$ cat config.mk
export PLATFORM = sky130hd
export DESIGN_NAME = rdc_ram
export DESIGN_NICKNAME = d
export VERILOG_FILES = /design/src/hw/rtl/rdc_ram.sv
export SDC_FILE = /design/constraint.sdc
export NUM_CORES = 1
export LEC_CHECK = 0
export BUFFER_PORTS_ARGS = -buffer_cell sky130_fd_sc_hd__clkbuf_2
export CAP_MARGIN = 10
export CORE_ASPECT_RATIO = 0.7
export CORE_MARGIN = 2
export CORE_UTILIZATION = 50
export CTS_BUF_LIST = sky130_fd_sc_hd__clkbuf_4 sky130_fd_sc_hd__clkbuf_8
export DETAILED_ROUTE_END_ITERATION = 6
export PLACE_DENSITY = 0.67
export SLEW_MARGIN = 40
export SYNTH_ARGS = -nofsm -noshare
export SYNTH_HDL_FRONTEND = slang
export SYNTH_SLANG_ARGS = --single-unit
$ cat constraint.sdc
create_clock -name clk -period 2.95 [get_ports clk]
set_input_delay 0.885 -clock clk [delete_from_list [all_inputs] [get_ports clk]]
set_output_delay 0.885 -clock clk [all_outputs]
set_load 0.01 [all_outputs]
$ cat src/hw/rtl/rdc_ram.sv
// rdc_ram: generic simple dual-port ram, one write and one registered read port
// no dependencies
`default_nettype none

module rdc_ram #(
    parameter int  WIDTH = 8,
    parameter int  DEPTH = 16,
    localparam int AW    = $clog2(DEPTH)
) (
    input  logic             clk,
    input  logic             we,
    input  logic [AW-1:0]    waddr,
    input  logic [WIDTH-1:0] wdata,
    input  logic [AW-1:0]    raddr,
    output logic [WIDTH-1:0] rdata
);

    logic [WIDTH-1:0] mem_reg [DEPTH];
    logic [WIDTH-1:0] rdata_reg;

    // write port and registered read port
    always_ff @(posedge clk)
    begin
        if (we)
        begin
            mem_reg[waddr] <= wdata;
        end
        rdata_reg <= mem_reg[raddr];
    end

    assign rdata = rdata_reg;

endmodule

`default_nettype wire

After elaboration in Yosys (flattened, before gate mapping). Memory sizes are Yosys's and may differ from the RTL's. A register that Yosys moved wholly into a read port is not among the register bits. Index checks and enable logic that the tools add are counted.

Flip-flop bits (word level): 0. Output and inout port bits: 8. Bits in writable memories: 128. Memories: 1. Input port bits: 18.

Memory list: mem_reg (depth 16, width 8, rd ports 1, clocked after Yosys merged registers in 1, wr ports 1, RTL line 18) `logic [WIDTH-1:0] mem_reg [DEPTH];`.

Multiplexer cells: 2.

Operator list (count): two-way mux 1 bit (2).

Logic depth before layout (Yosys ltp). Gate-level depths: netlist of run 1.

Word-level depth: 2. Gate-level depth with buffers: 5.

Worst setup path after synthesis of run 1. OpenSTA, ideal clock, no wires.

Path type: input to register. Start point: input waddr[2]. End point: memory mem_reg[0][0] (enable). Data required time: 2.567 ns. Path slack: 0.572 ns. Cell stages on the path: 2. Data arrival time: 1.995 ns. Cells stage by stage: or3b_2 nor3_1.

RTL lines: from (decl) (RTL line 12) `input logic [AW-1:0] waddr,`; to (decl) (RTL line 18).

No word-level cell before the write port.

==> metrics.txt, run 1 <==
Relative slew margins 47.19%; top cells by area, synth edfxtp_1 75%, mux4_2 7.9%, mux4_1 7.1%; Tot GR Track Use 19.85%; leak pwr between 2 and 2.5 nW; Core Area a little under 10000 sq um; setup slack, reg-to-reg 1490 ps; Pwr Total between 3 and 4 mW; Layout Utilization roughly three fifths; FP Rows 30; post-synthesis register bit count about 140; grt ovf 0; critical path capture point type register; syn_nets approximately 250; drt initial violations 261; setup ws final between 700 and 800 ps; WP data required 3250 ps; sequential area share after synthesis approximately 80%; wire length per cell between 20 and 25 um; Worst Hold Class reg2reg; first-pass GRT wire length about 15000 um; critical path arrival roughly 2500 ps; vias in the first global route approximately 2500; Initial Util between 50 and 60%; Final min period about 2200 ps; CTS buffer count 17; TritonRoute pass-1 iters 4; CP startpoint kind input pin; hold buffers post-CTS 0; Total Neg Setup Slack 0 ps; WL met1 ~4600 um; FF+latch area ~4000 sq um; crit path max fanout 9; Area Growth Syn to Fin 15.22%; Die X roughly 130 um; final hold viol count 0; Synth Cell Area approximately 5100 sq um; port bufs 25; post-CTS setup buffer count 0; nets@finish 303; final hold slack around 680 ps; Clock Sinks about 140; CP max-delay cell mux4_1; Worst VDD drop 0.3806 mV; Finished Layout Cells around 430; Die ar. 11140 sq um; Post-Place Cell Area 5524 sq um; Setup Viol. Count Final 0; H-Tree Level Count 4; area leader, netlist edfxtp_1; initial antenna violation count 0; routed length on met2 approximately 4700 um; Synth Instances between 200 and 250; Slew @ Worst Pin ~790 ps; Top delay family on crit path multiplexers; clock root cell clkbuf_8; highest clock rate 464.5 MHz; Post-Route WL 10030 um; Residual DRC 0; Antenna Cells 0; Max-Cap Viols 0; CTS tree built; CP Class in2reg; number of vias per cell a little under 6; CP max stage delay roughly 560 ps; largest net degree at the start of global routing 17; DR top layer met4; YS warnings 0; RSZ-0062 raised after global routing no; Yosys top cell area share about three quarters; Yosys cell types 19; ANT nets after route 0; Final Slew Violations 0; post_cts resized 0; Fillers 720; clock buffer depth 2; ratio of cells with drive above 1 in the final layout between 30% and 40%; clk slew on worst S/H paths roughly 70 ps; cell total after placement between 300 and 400; Final HPWL DP roughly 6300 um; area occupied by multi-input gates 1057 sq um; post-route cell area 5931 sq um; io pins 26; Via Count 2458; met3 WL 620 um; Avg Cell Area, Syn around 22 sq um; GPL Wtd Cong between 0.7 and 0.8; final worst-path cycle share 72.98%; die height 88.89 um; max reg flops roughly 130; worst skew pair latency ~440 ps; pre-CTS setup slack 338.0 ps; Buffers & Inverters on Critical Path 2; crit-path cells clkbuf_2, buf_4, mux4_1, a22oi_1, nand2_1; Clock Skew around 9.0 ps; outcome finished, final reports clean; P per Cell Area roughly 670 nW/um^2
[routing by layer]
layer  track usage [%]  vias up
li1                  -     1087
met1             28.13     1288
met2             29.99       72
met3             6.583       11
met4             6.364        0
met5                 0        -
[power by group]
group          switching (mW)  internal [mW]
clock network           0.659          0.918
logic                   0.117         0.0871
registers              0.0145           2.16
total                   0.791           3.16
[final cells by class]
cell class	instances	area share, %
Clock buffer	19	4.198
Sequential cell	136	67.51
Tap cell	128	2.700
Timing Repair Buffer	47	5.105
Clock inverter	12	2.658
Multi-Input combinational cell	83	17.83
[cells in the final DEF, fill, tap and decap left out, drive strengths merged]
master    count
a22oi        16
and2          1
and2b         1
buf          22
bufinv        4
clkbuf       44
clkinv        7
clkinvlp      1
dfxtp         8
edfxtp      128
mux4         32
nand2         9
nand2b        2
nand3         1
nand3b        2
nor2         13
nor2b         1
nor3          4
or3b          1
[cells in the mapped netlist (all sizes together)]
cell type,number
edfxtp,128
buf,7
nand2,9
clkdlybuf4s25,3
a22oi,16
nor2,13
dfxtp,8
nand3,1
mux4,32
or3b,1
nand3b,2
and2,1
nor3,4
and2b,1
nor2b,1
nand2b,2
[worst min-delay path: stages, from the launching register on]
cell and delay (ps):
edfxtp_1 320, mux4_2 220, a22oi_1 50, nand2_1 50
[logic make-up after synthesis]
family | Yosys count | share of synthesized area [%]
AOI/OAI and AO/OA | 16 | 2.334
buffers and inverters | 10 | 1.677
DFF | 136 | 77.78
muxes | 32 | 15.02
and+or+nand+nor | 35 | 3.184
[path summary, 6_finish.rpt]
check        endpoint      startpoint  cells past startpoint
max          rdata[4]        raddr[0]                      5
min          rdata[2]  mem_reg[13][2]                      3
max reg2reg  rdata[4]  mem_reg[10][4]                      3
min reg2reg  rdata[2]  mem_reg[13][2]                      3
Note: power is estimated with default switching activity, not from simulation.
==> inputs of run 2 (changes only) <==
--- a/config.mk
+++ b/config.mk
@@ -12,7 +12,7 @@
 export CORE_UTILIZATION = 50
 export CTS_BUF_LIST = sky130_fd_sc_hd__clkbuf_4 sky130_fd_sc_hd__clkbuf_8
 export DETAILED_ROUTE_END_ITERATION = 6
-export PLACE_DENSITY = 0.67
+export PLACE_DENSITY = 0.7
 export SLEW_MARGIN = 40
 export SYNTH_ARGS = -nofsm -noshare
 export SYNTH_HDL_FRONTEND = slang
==> constraint.sdc (replaced) <==
create_clock -name clk -period 1.96 [get_ports clk]
set_input_delay 0.588 -clock clk [delete_from_list [all_inputs] [get_ports clk]]
set_output_delay 0.588 -clock clk [all_outputs]
set_load 0.01 [all_outputs]
==> run 2 against run 1 <==
Cell area rose by 2.5%. Die area did not move. Via count fell by 0.16%. Sequential power rose by 51%. Hold slack got worse by 120 ps. Core utilization rose by 1.5 points. Global-route usage fell by 0.42 points. Total power rose by 60%. Combinational power rose by 52%. Clock skew rose by 1.9 ps.
==> metrics.txt, run 2 (synthesis results as in run 1) <==
CTS tree built; Initial Util 52.34% (unchanged); cell total after placement 399 (+1.3%); vias in the first global route 2541 (+2.6%); Via Count 2454 (-0.16%); port bufs 25 (unchanged); critical path arrival 1910 ps (-550 ps); Pwr Total 6.319 mW (+60%); R2R cell count 3 (unchanged); Core Area 9834 sq um (unchanged); pre-CTS setup slack -104.9 ps (-442.9 ps); die height 88.89 um (unchanged); highest clock rate approximately 620 MHz; Worst VDD drop 0.6052 mV (+59%); Worst Hold Class in2reg; Relative slew margins 49.92% (+2.7 points); grt ovf 0 (unchanged); hold_sp wdata[1]; drt initial violations 387 (+48%); leak pwr 2.100 nW (+3.8%); P per Cell Area 1040 nW/um^2 (+56%); first-pass GRT wire length 14920 um (-1.4%); FP Rows 30 (unchanged); initial antenna violation count 0 (unchanged); post-route cell area 6078 sq um (+2.5%); worst setup path start raddr[0]; GPL Wtd Cong 0.7935 (+4.2%); TritonRoute pass-1 iters 4 (unchanged); Clock Sinks 136 (unchanged); setup ws final 336.9 ps (-460.1 ps); most frequent cells in the layout 128 x edfxtp_1, 25 x clkbuf_2, 24 x buf_4; max reg flops 128 (unchanged); Die X 125.3 um (unchanged); nets@finish 308 (+1.7%); Max-Cap Viols 0 (unchanged); R2R Path End rdata[5]; Post-Route WL 9614 um (-4.1%); Final Slew Violations 0 (unchanged); WP data required 2240 ps (-1010 ps); Area Growth Syn to Fin 18.08%; total stage count of the critical path 5 (unchanged); final hold viol count 0 (unchanged); CP max-delay cell mux4_1; Buffers & Inverters on Critical Path 2 (unchanged); final worst-path cycle share 82.81%; H-Tree Level Count 4 (unchanged); largest net degree at the start of global routing 33 (+16); Final HPWL DP 6361 um (+0.65%); Die ar. 11140 sq um (unchanged); number of vias per cell 5.694 (-1.6%); setup slack, reg-to-reg 520 ps (-970 ps); Final min period 1623 ps; Post-Place Cell Area 5592 sq um (+1.2%); Slew @ Worst Pin 749.6 ps (-40.91 ps); Tot GR Track Use 19.43% (-0.42 points); commonest non-fill, non-tap cell in the layout edfxtp_1; critical path capture point type register; post_cts resized 0 (unchanged); RSZ-0062 raised after global routing no; clock root cell clkbuf_8; Finished Layout Cells 431 (+1.4%); CTS buffer count 17 (unchanged); post-CTS setup buffer count 0 (unchanged); Clock Skew 10.88 ps (+1.860 ps); clock buffer depth 2 (unchanged); io pins 26 (unchanged); CP Class in2reg; outcome finished, final reports clean; Antenna Cells 0 (unchanged); CP max stage delay 570 ps (about the same); CP startpoint kind input pin; Setup Viol. Count Final 0 (unchanged); wire length per cell 22.31 um (-5.5%); hold buffers post-CTS 0 (unchanged); worst skew pair latency 430 ps (about the same); crit path max fanout 16 (+7); clk slew on worst S/H paths 80 ps (about the same); ANT nets after route 0 (unchanged); CP endpoint rdata[5]; worst reg2reg startpoint mem_reg[9][5]; ratio of cells with drive above 1 in the final layout 34.32% (+3.0 points); Residual DRC 0 (unchanged); Top delay family on crit path multiplexers; crit-path cells clkbuf_2, buf_12, mux4_1, a22oi_1, nand2_1
==> run 2: changes by cell type in the layout (fill, tap and decap cells not counted), sizes merged <==
| cell | before | now |
|---|---|---|
| clkinv | 7 | 5 |
| bufinv | 4 | 6 |
| clkbuf | 44 | 45 |
| buf | 22 | 27 |
==> run 2: how the worst min path moves through the flow <==
stage          depth (start not counted)             to
2_1_floorplan                          3       rdata[0]
3_3_place_gp                           3       rdata[7]
3_5_place_dp                           3       rdata[7]
4_1_cts                                1  mem_reg[2][1]
5_1_grt                                1  mem_reg[4][1]
6_report                               1  mem_reg[2][1]
==> run 2: power breakdown <==
group	total, mW	internal [mW]	switching, mW
combinational	0.312	0.137	0.175
clock	2.74	1.71	1.03
sequential	3.27	3.25	0.0212
total	6.32	5.09	1.23
==> run 2: cell type report <==
class	instances	area [sq um]
Fill cell	676	3756
Clock buffer	20	262.8
Clock inverter	12	224.0
Multi-Input combinational cell	83	1062
Sequential cell	136	4004
Timing Repair Buffer	52	365.4
Tap cell	128	160.2
==> run 2: metrics by stage <==
step                hold WS (ps)  TNS (ps)  utilization [%]
CTS                        545.0         0            61.81
global placement           647.8    -92.61            56.86
global route               573.2         0            61.81
detailed placement         662.7    -146.7            56.86
finish                     560.8         0            61.81
floorplan                  629.3         0                -
==> run 2: metal layers <==
layer	vias to the layer above	part of all wire (%)	global-route usage (%)
li1	1094	-	-
met1	1226	41	27.96
met4	0	0.69	7.980
met3	6	11	5.446
met5	-	0	0
met2	128	47	28.85
==> run 2: worst reg2reg max path, delay by kind of cell (launching register included) <==
family,cells,cell delay (ps)
multiplexers,1,520
flip-flops,1,370
AO/OA/AOI/OAI,1,240
AND/OR/NAND/NOR,1,170
==> inputs of run 3 (changes only) <==
==> constraint.sdc (replaced) <==
create_clock -name clk -period 1.3 [get_ports clk]
set_input_delay 0.39 -clock clk [delete_from_list [all_inputs] [get_ports clk]]
set_output_delay 0.39 -clock clk [all_outputs]
set_load 0.01 [all_outputs]
==> run 3 against run 2 <==
Global-route usage fell by 0.55 points. Register-to-register slack lost 460 ps. Clock power is 26% higher. Flip-flop and latch count stayed put. Total power up 42%. Die area did not move. Clock skew decreased by 5.2 ps. Combinational power increased by 84%. Non-clock buffer count rose by 3. Final cell count up 0.70%. Cell area rose by 3.7%. Core utilization grew 2.3 points.
==> metrics.txt, run 3 (synthesis results as in run 1) <==
Residual DRC 0 (unchanged); outcome finished, final reports clean; Slew @ Worst Pin 1089 ps (+339.8 ps); Core Area 9834 sq um (unchanged); wire length per cell 21.93 um (-1.7%); hold buffers post-CTS 0 (unchanged); Layout Utilization 64.11% (+2.3 points); Clock Skew 5.693 ps (-5.191 ps); Worst Hold Class in2reg; Net Sw Frac 21.04% (+1.6 points); cell total after placement 401 (+0.50%); worst skew pair latency 420 ps (about the same); worst setup path start raddr[2]; P per Cell Area 1420 nW/um^2 (+37%); grt ovf 0 (unchanged); Setup Viol. Count Final 0 (unchanged); Tot GR Track Use 18.88% (-0.55 points); drt initial violations 276 (-29%); nets@finish 311 (+0.97%); setup ws final 9.030 ps (-327.9 ps); Worst VDD drop 0.6051 mV (about the same); Initial Util 52.34% (unchanged); pre-CTS setup slack -483.7 ps (-378.8 ps); initial antenna violation count 0 (unchanged); Final Slew Violations 0 (unchanged); Switch Pwr 1.884 mW (+54%); Via Count 2467 (+0.53%); GPL Wtd Cong 0.6975 (-12%); vias in the first global route 2518 (-0.91%); register share of total power 55.1% (+3.4 points); Post-Route WL 9516 um (-1.0%); Final min period 1291 ps; Fillers 653 (-3.4%); clock buffer depth 2 (unchanged); Pint 7.068 mW (+39%); critical path arrival 1650 ps (-260 ps); Die ar. 11140 sq um (unchanged); crit path max fanout 8 (-8); Logic pwr share 6.4% (+1.5 points); hold_sp wdata[0]; die height 88.89 um (unchanged); post-CTS setup buffer count 0 (unchanged); highest clock rate 774.6 MHz; largest net degree at the start of global routing 24 (-27%); critical path capture point type register; io pins 26 (unchanged); final worst-path cycle share around 100%; TritonRoute pass-1 iters 4 (unchanged); WP data required 1660 ps (-580 ps); Area Growth Syn to Fin 22.48%; max reg flops 128 (unchanged); first-pass GRT wire length 14720 um (-1.3%); CTS buffer count 17 (unchanged); most frequent cells in the layout 128 x edfxtp_1, 32 x mux4_2, 21 x clkbuf_2; Clock Sinks 136 (unchanged); final hold viol count 0 (unchanged); Antenna Cells 0 (unchanged); port bufs 25 (unchanged); H-Tree Level Count 4 (unchanged); ratio of cells with drive above 1 in the final layout 47.39% (+13 points); clock root cell clkbuf_8; commonest non-fill, non-tap cell in the layout edfxtp_1; final hold slack 363.8 ps (-197.0 ps); Final HPWL DP 6067 um (-4.6%); clk slew on worst S/H paths 80 ps (about the same); CP startpoint kind input pin; FP Rows 30 (unchanged); Clk pwr share 38.5% (-4.8 points); number of vias per cell 5.684 (-0.17%); Relative slew margins 27.10% (-23 points); Total Neg Setup Slack 0 ps (unchanged); CP Class in2reg; ANT nets after route 0 (unchanged); CTS tree built; Finished Layout Cells 434 (+0.70%); worst reg2reg startpoint mem_reg[10][4]; leak pwr 2.073 nW (-1.3%); Max-Cap Viols 0 (unchanged); Die X 125.3 um (unchanged)
-- run 3: cell types whose count changed in the layout (fill, tap and decap cells not counted), moves of 4 or more --
| cell | change |
|---|---|
| buf_12 | +13 |
| mux4_2 | +14 |
| clkbuf_2 | -4 |
| a22oi_2 | +10 |
| buf_4 | -11 |
| nor2_1 | -11 |
| mux4_1 | -14 |
| a22oi_1 | -10 |
| nor2_2 | +8 |
-- run 3: routing by layer --
metal	track usage [%]	part of all wire (%)	up-vias
li1	-	-	1091
met1	26.92	44	1263
met2	29.40	47	107
met3	5.446	7.8	6
met4	5.253	0.63	0
met5	0	0	-
-- run 3: worst max-delay path: stages --
cell	delay, ps
clkbuf_2	100
nor2_1	830
a22oi_2	210
nand2_1	120
-- run 3: stage by stage --
stage,instance area [sq um],power [mW]
after CTS,6240,8.978
final,6305,8.952
after global routing,6305,9.240
after global placement,5799,5.537
after detailed placement,5799,5.555
after floorplan,5216,5.314
-- run 3: area by class of cell --
type | count | area (sq um) | share of cell area (%)
clock buffer | 18 | 241.5 | 3.830
clock inverter | 14 | 157.7 | 2.500
multi-input combinational | 83 | 1139 | 18.06
sequential | 136 | 4008 | 63.56
tap | 128 | 160.2 | 2.540
timing repair buffer | 55 | 599.3 | 9.506
-- run 3: path summary, 6_finish.rpt --
check,to,slack (ps),cells past startpoint
worst min-delay path,mem_reg[13][0],360,1
worst max register to register,rdata[4],60,3
worst min register to register,rdata[4],680,3
worst max-delay path,rdata[5],9,4
-- run 3: repair_timing --
| item | 4_1_cts | 5_1_grt |
|---|---|---|
| setup endpoints to repair | 6 | 11 |
| pin swaps | 0 | 1 |
| gates cloned | 1 | 0 |
| gates resized for setup | 4 | 21 |
-- run 3: power groups by stage --
stage               clock network (mW)  registers (mW)  logic, mW
floorplan                            0            5.03      0.285
global placement                     0            5.02      0.518
detailed placement                   0            5.02      0.532
CTS                               3.50            4.93      0.550
global route                      3.68            4.94      0.621
finish                            3.45            4.93      0.574
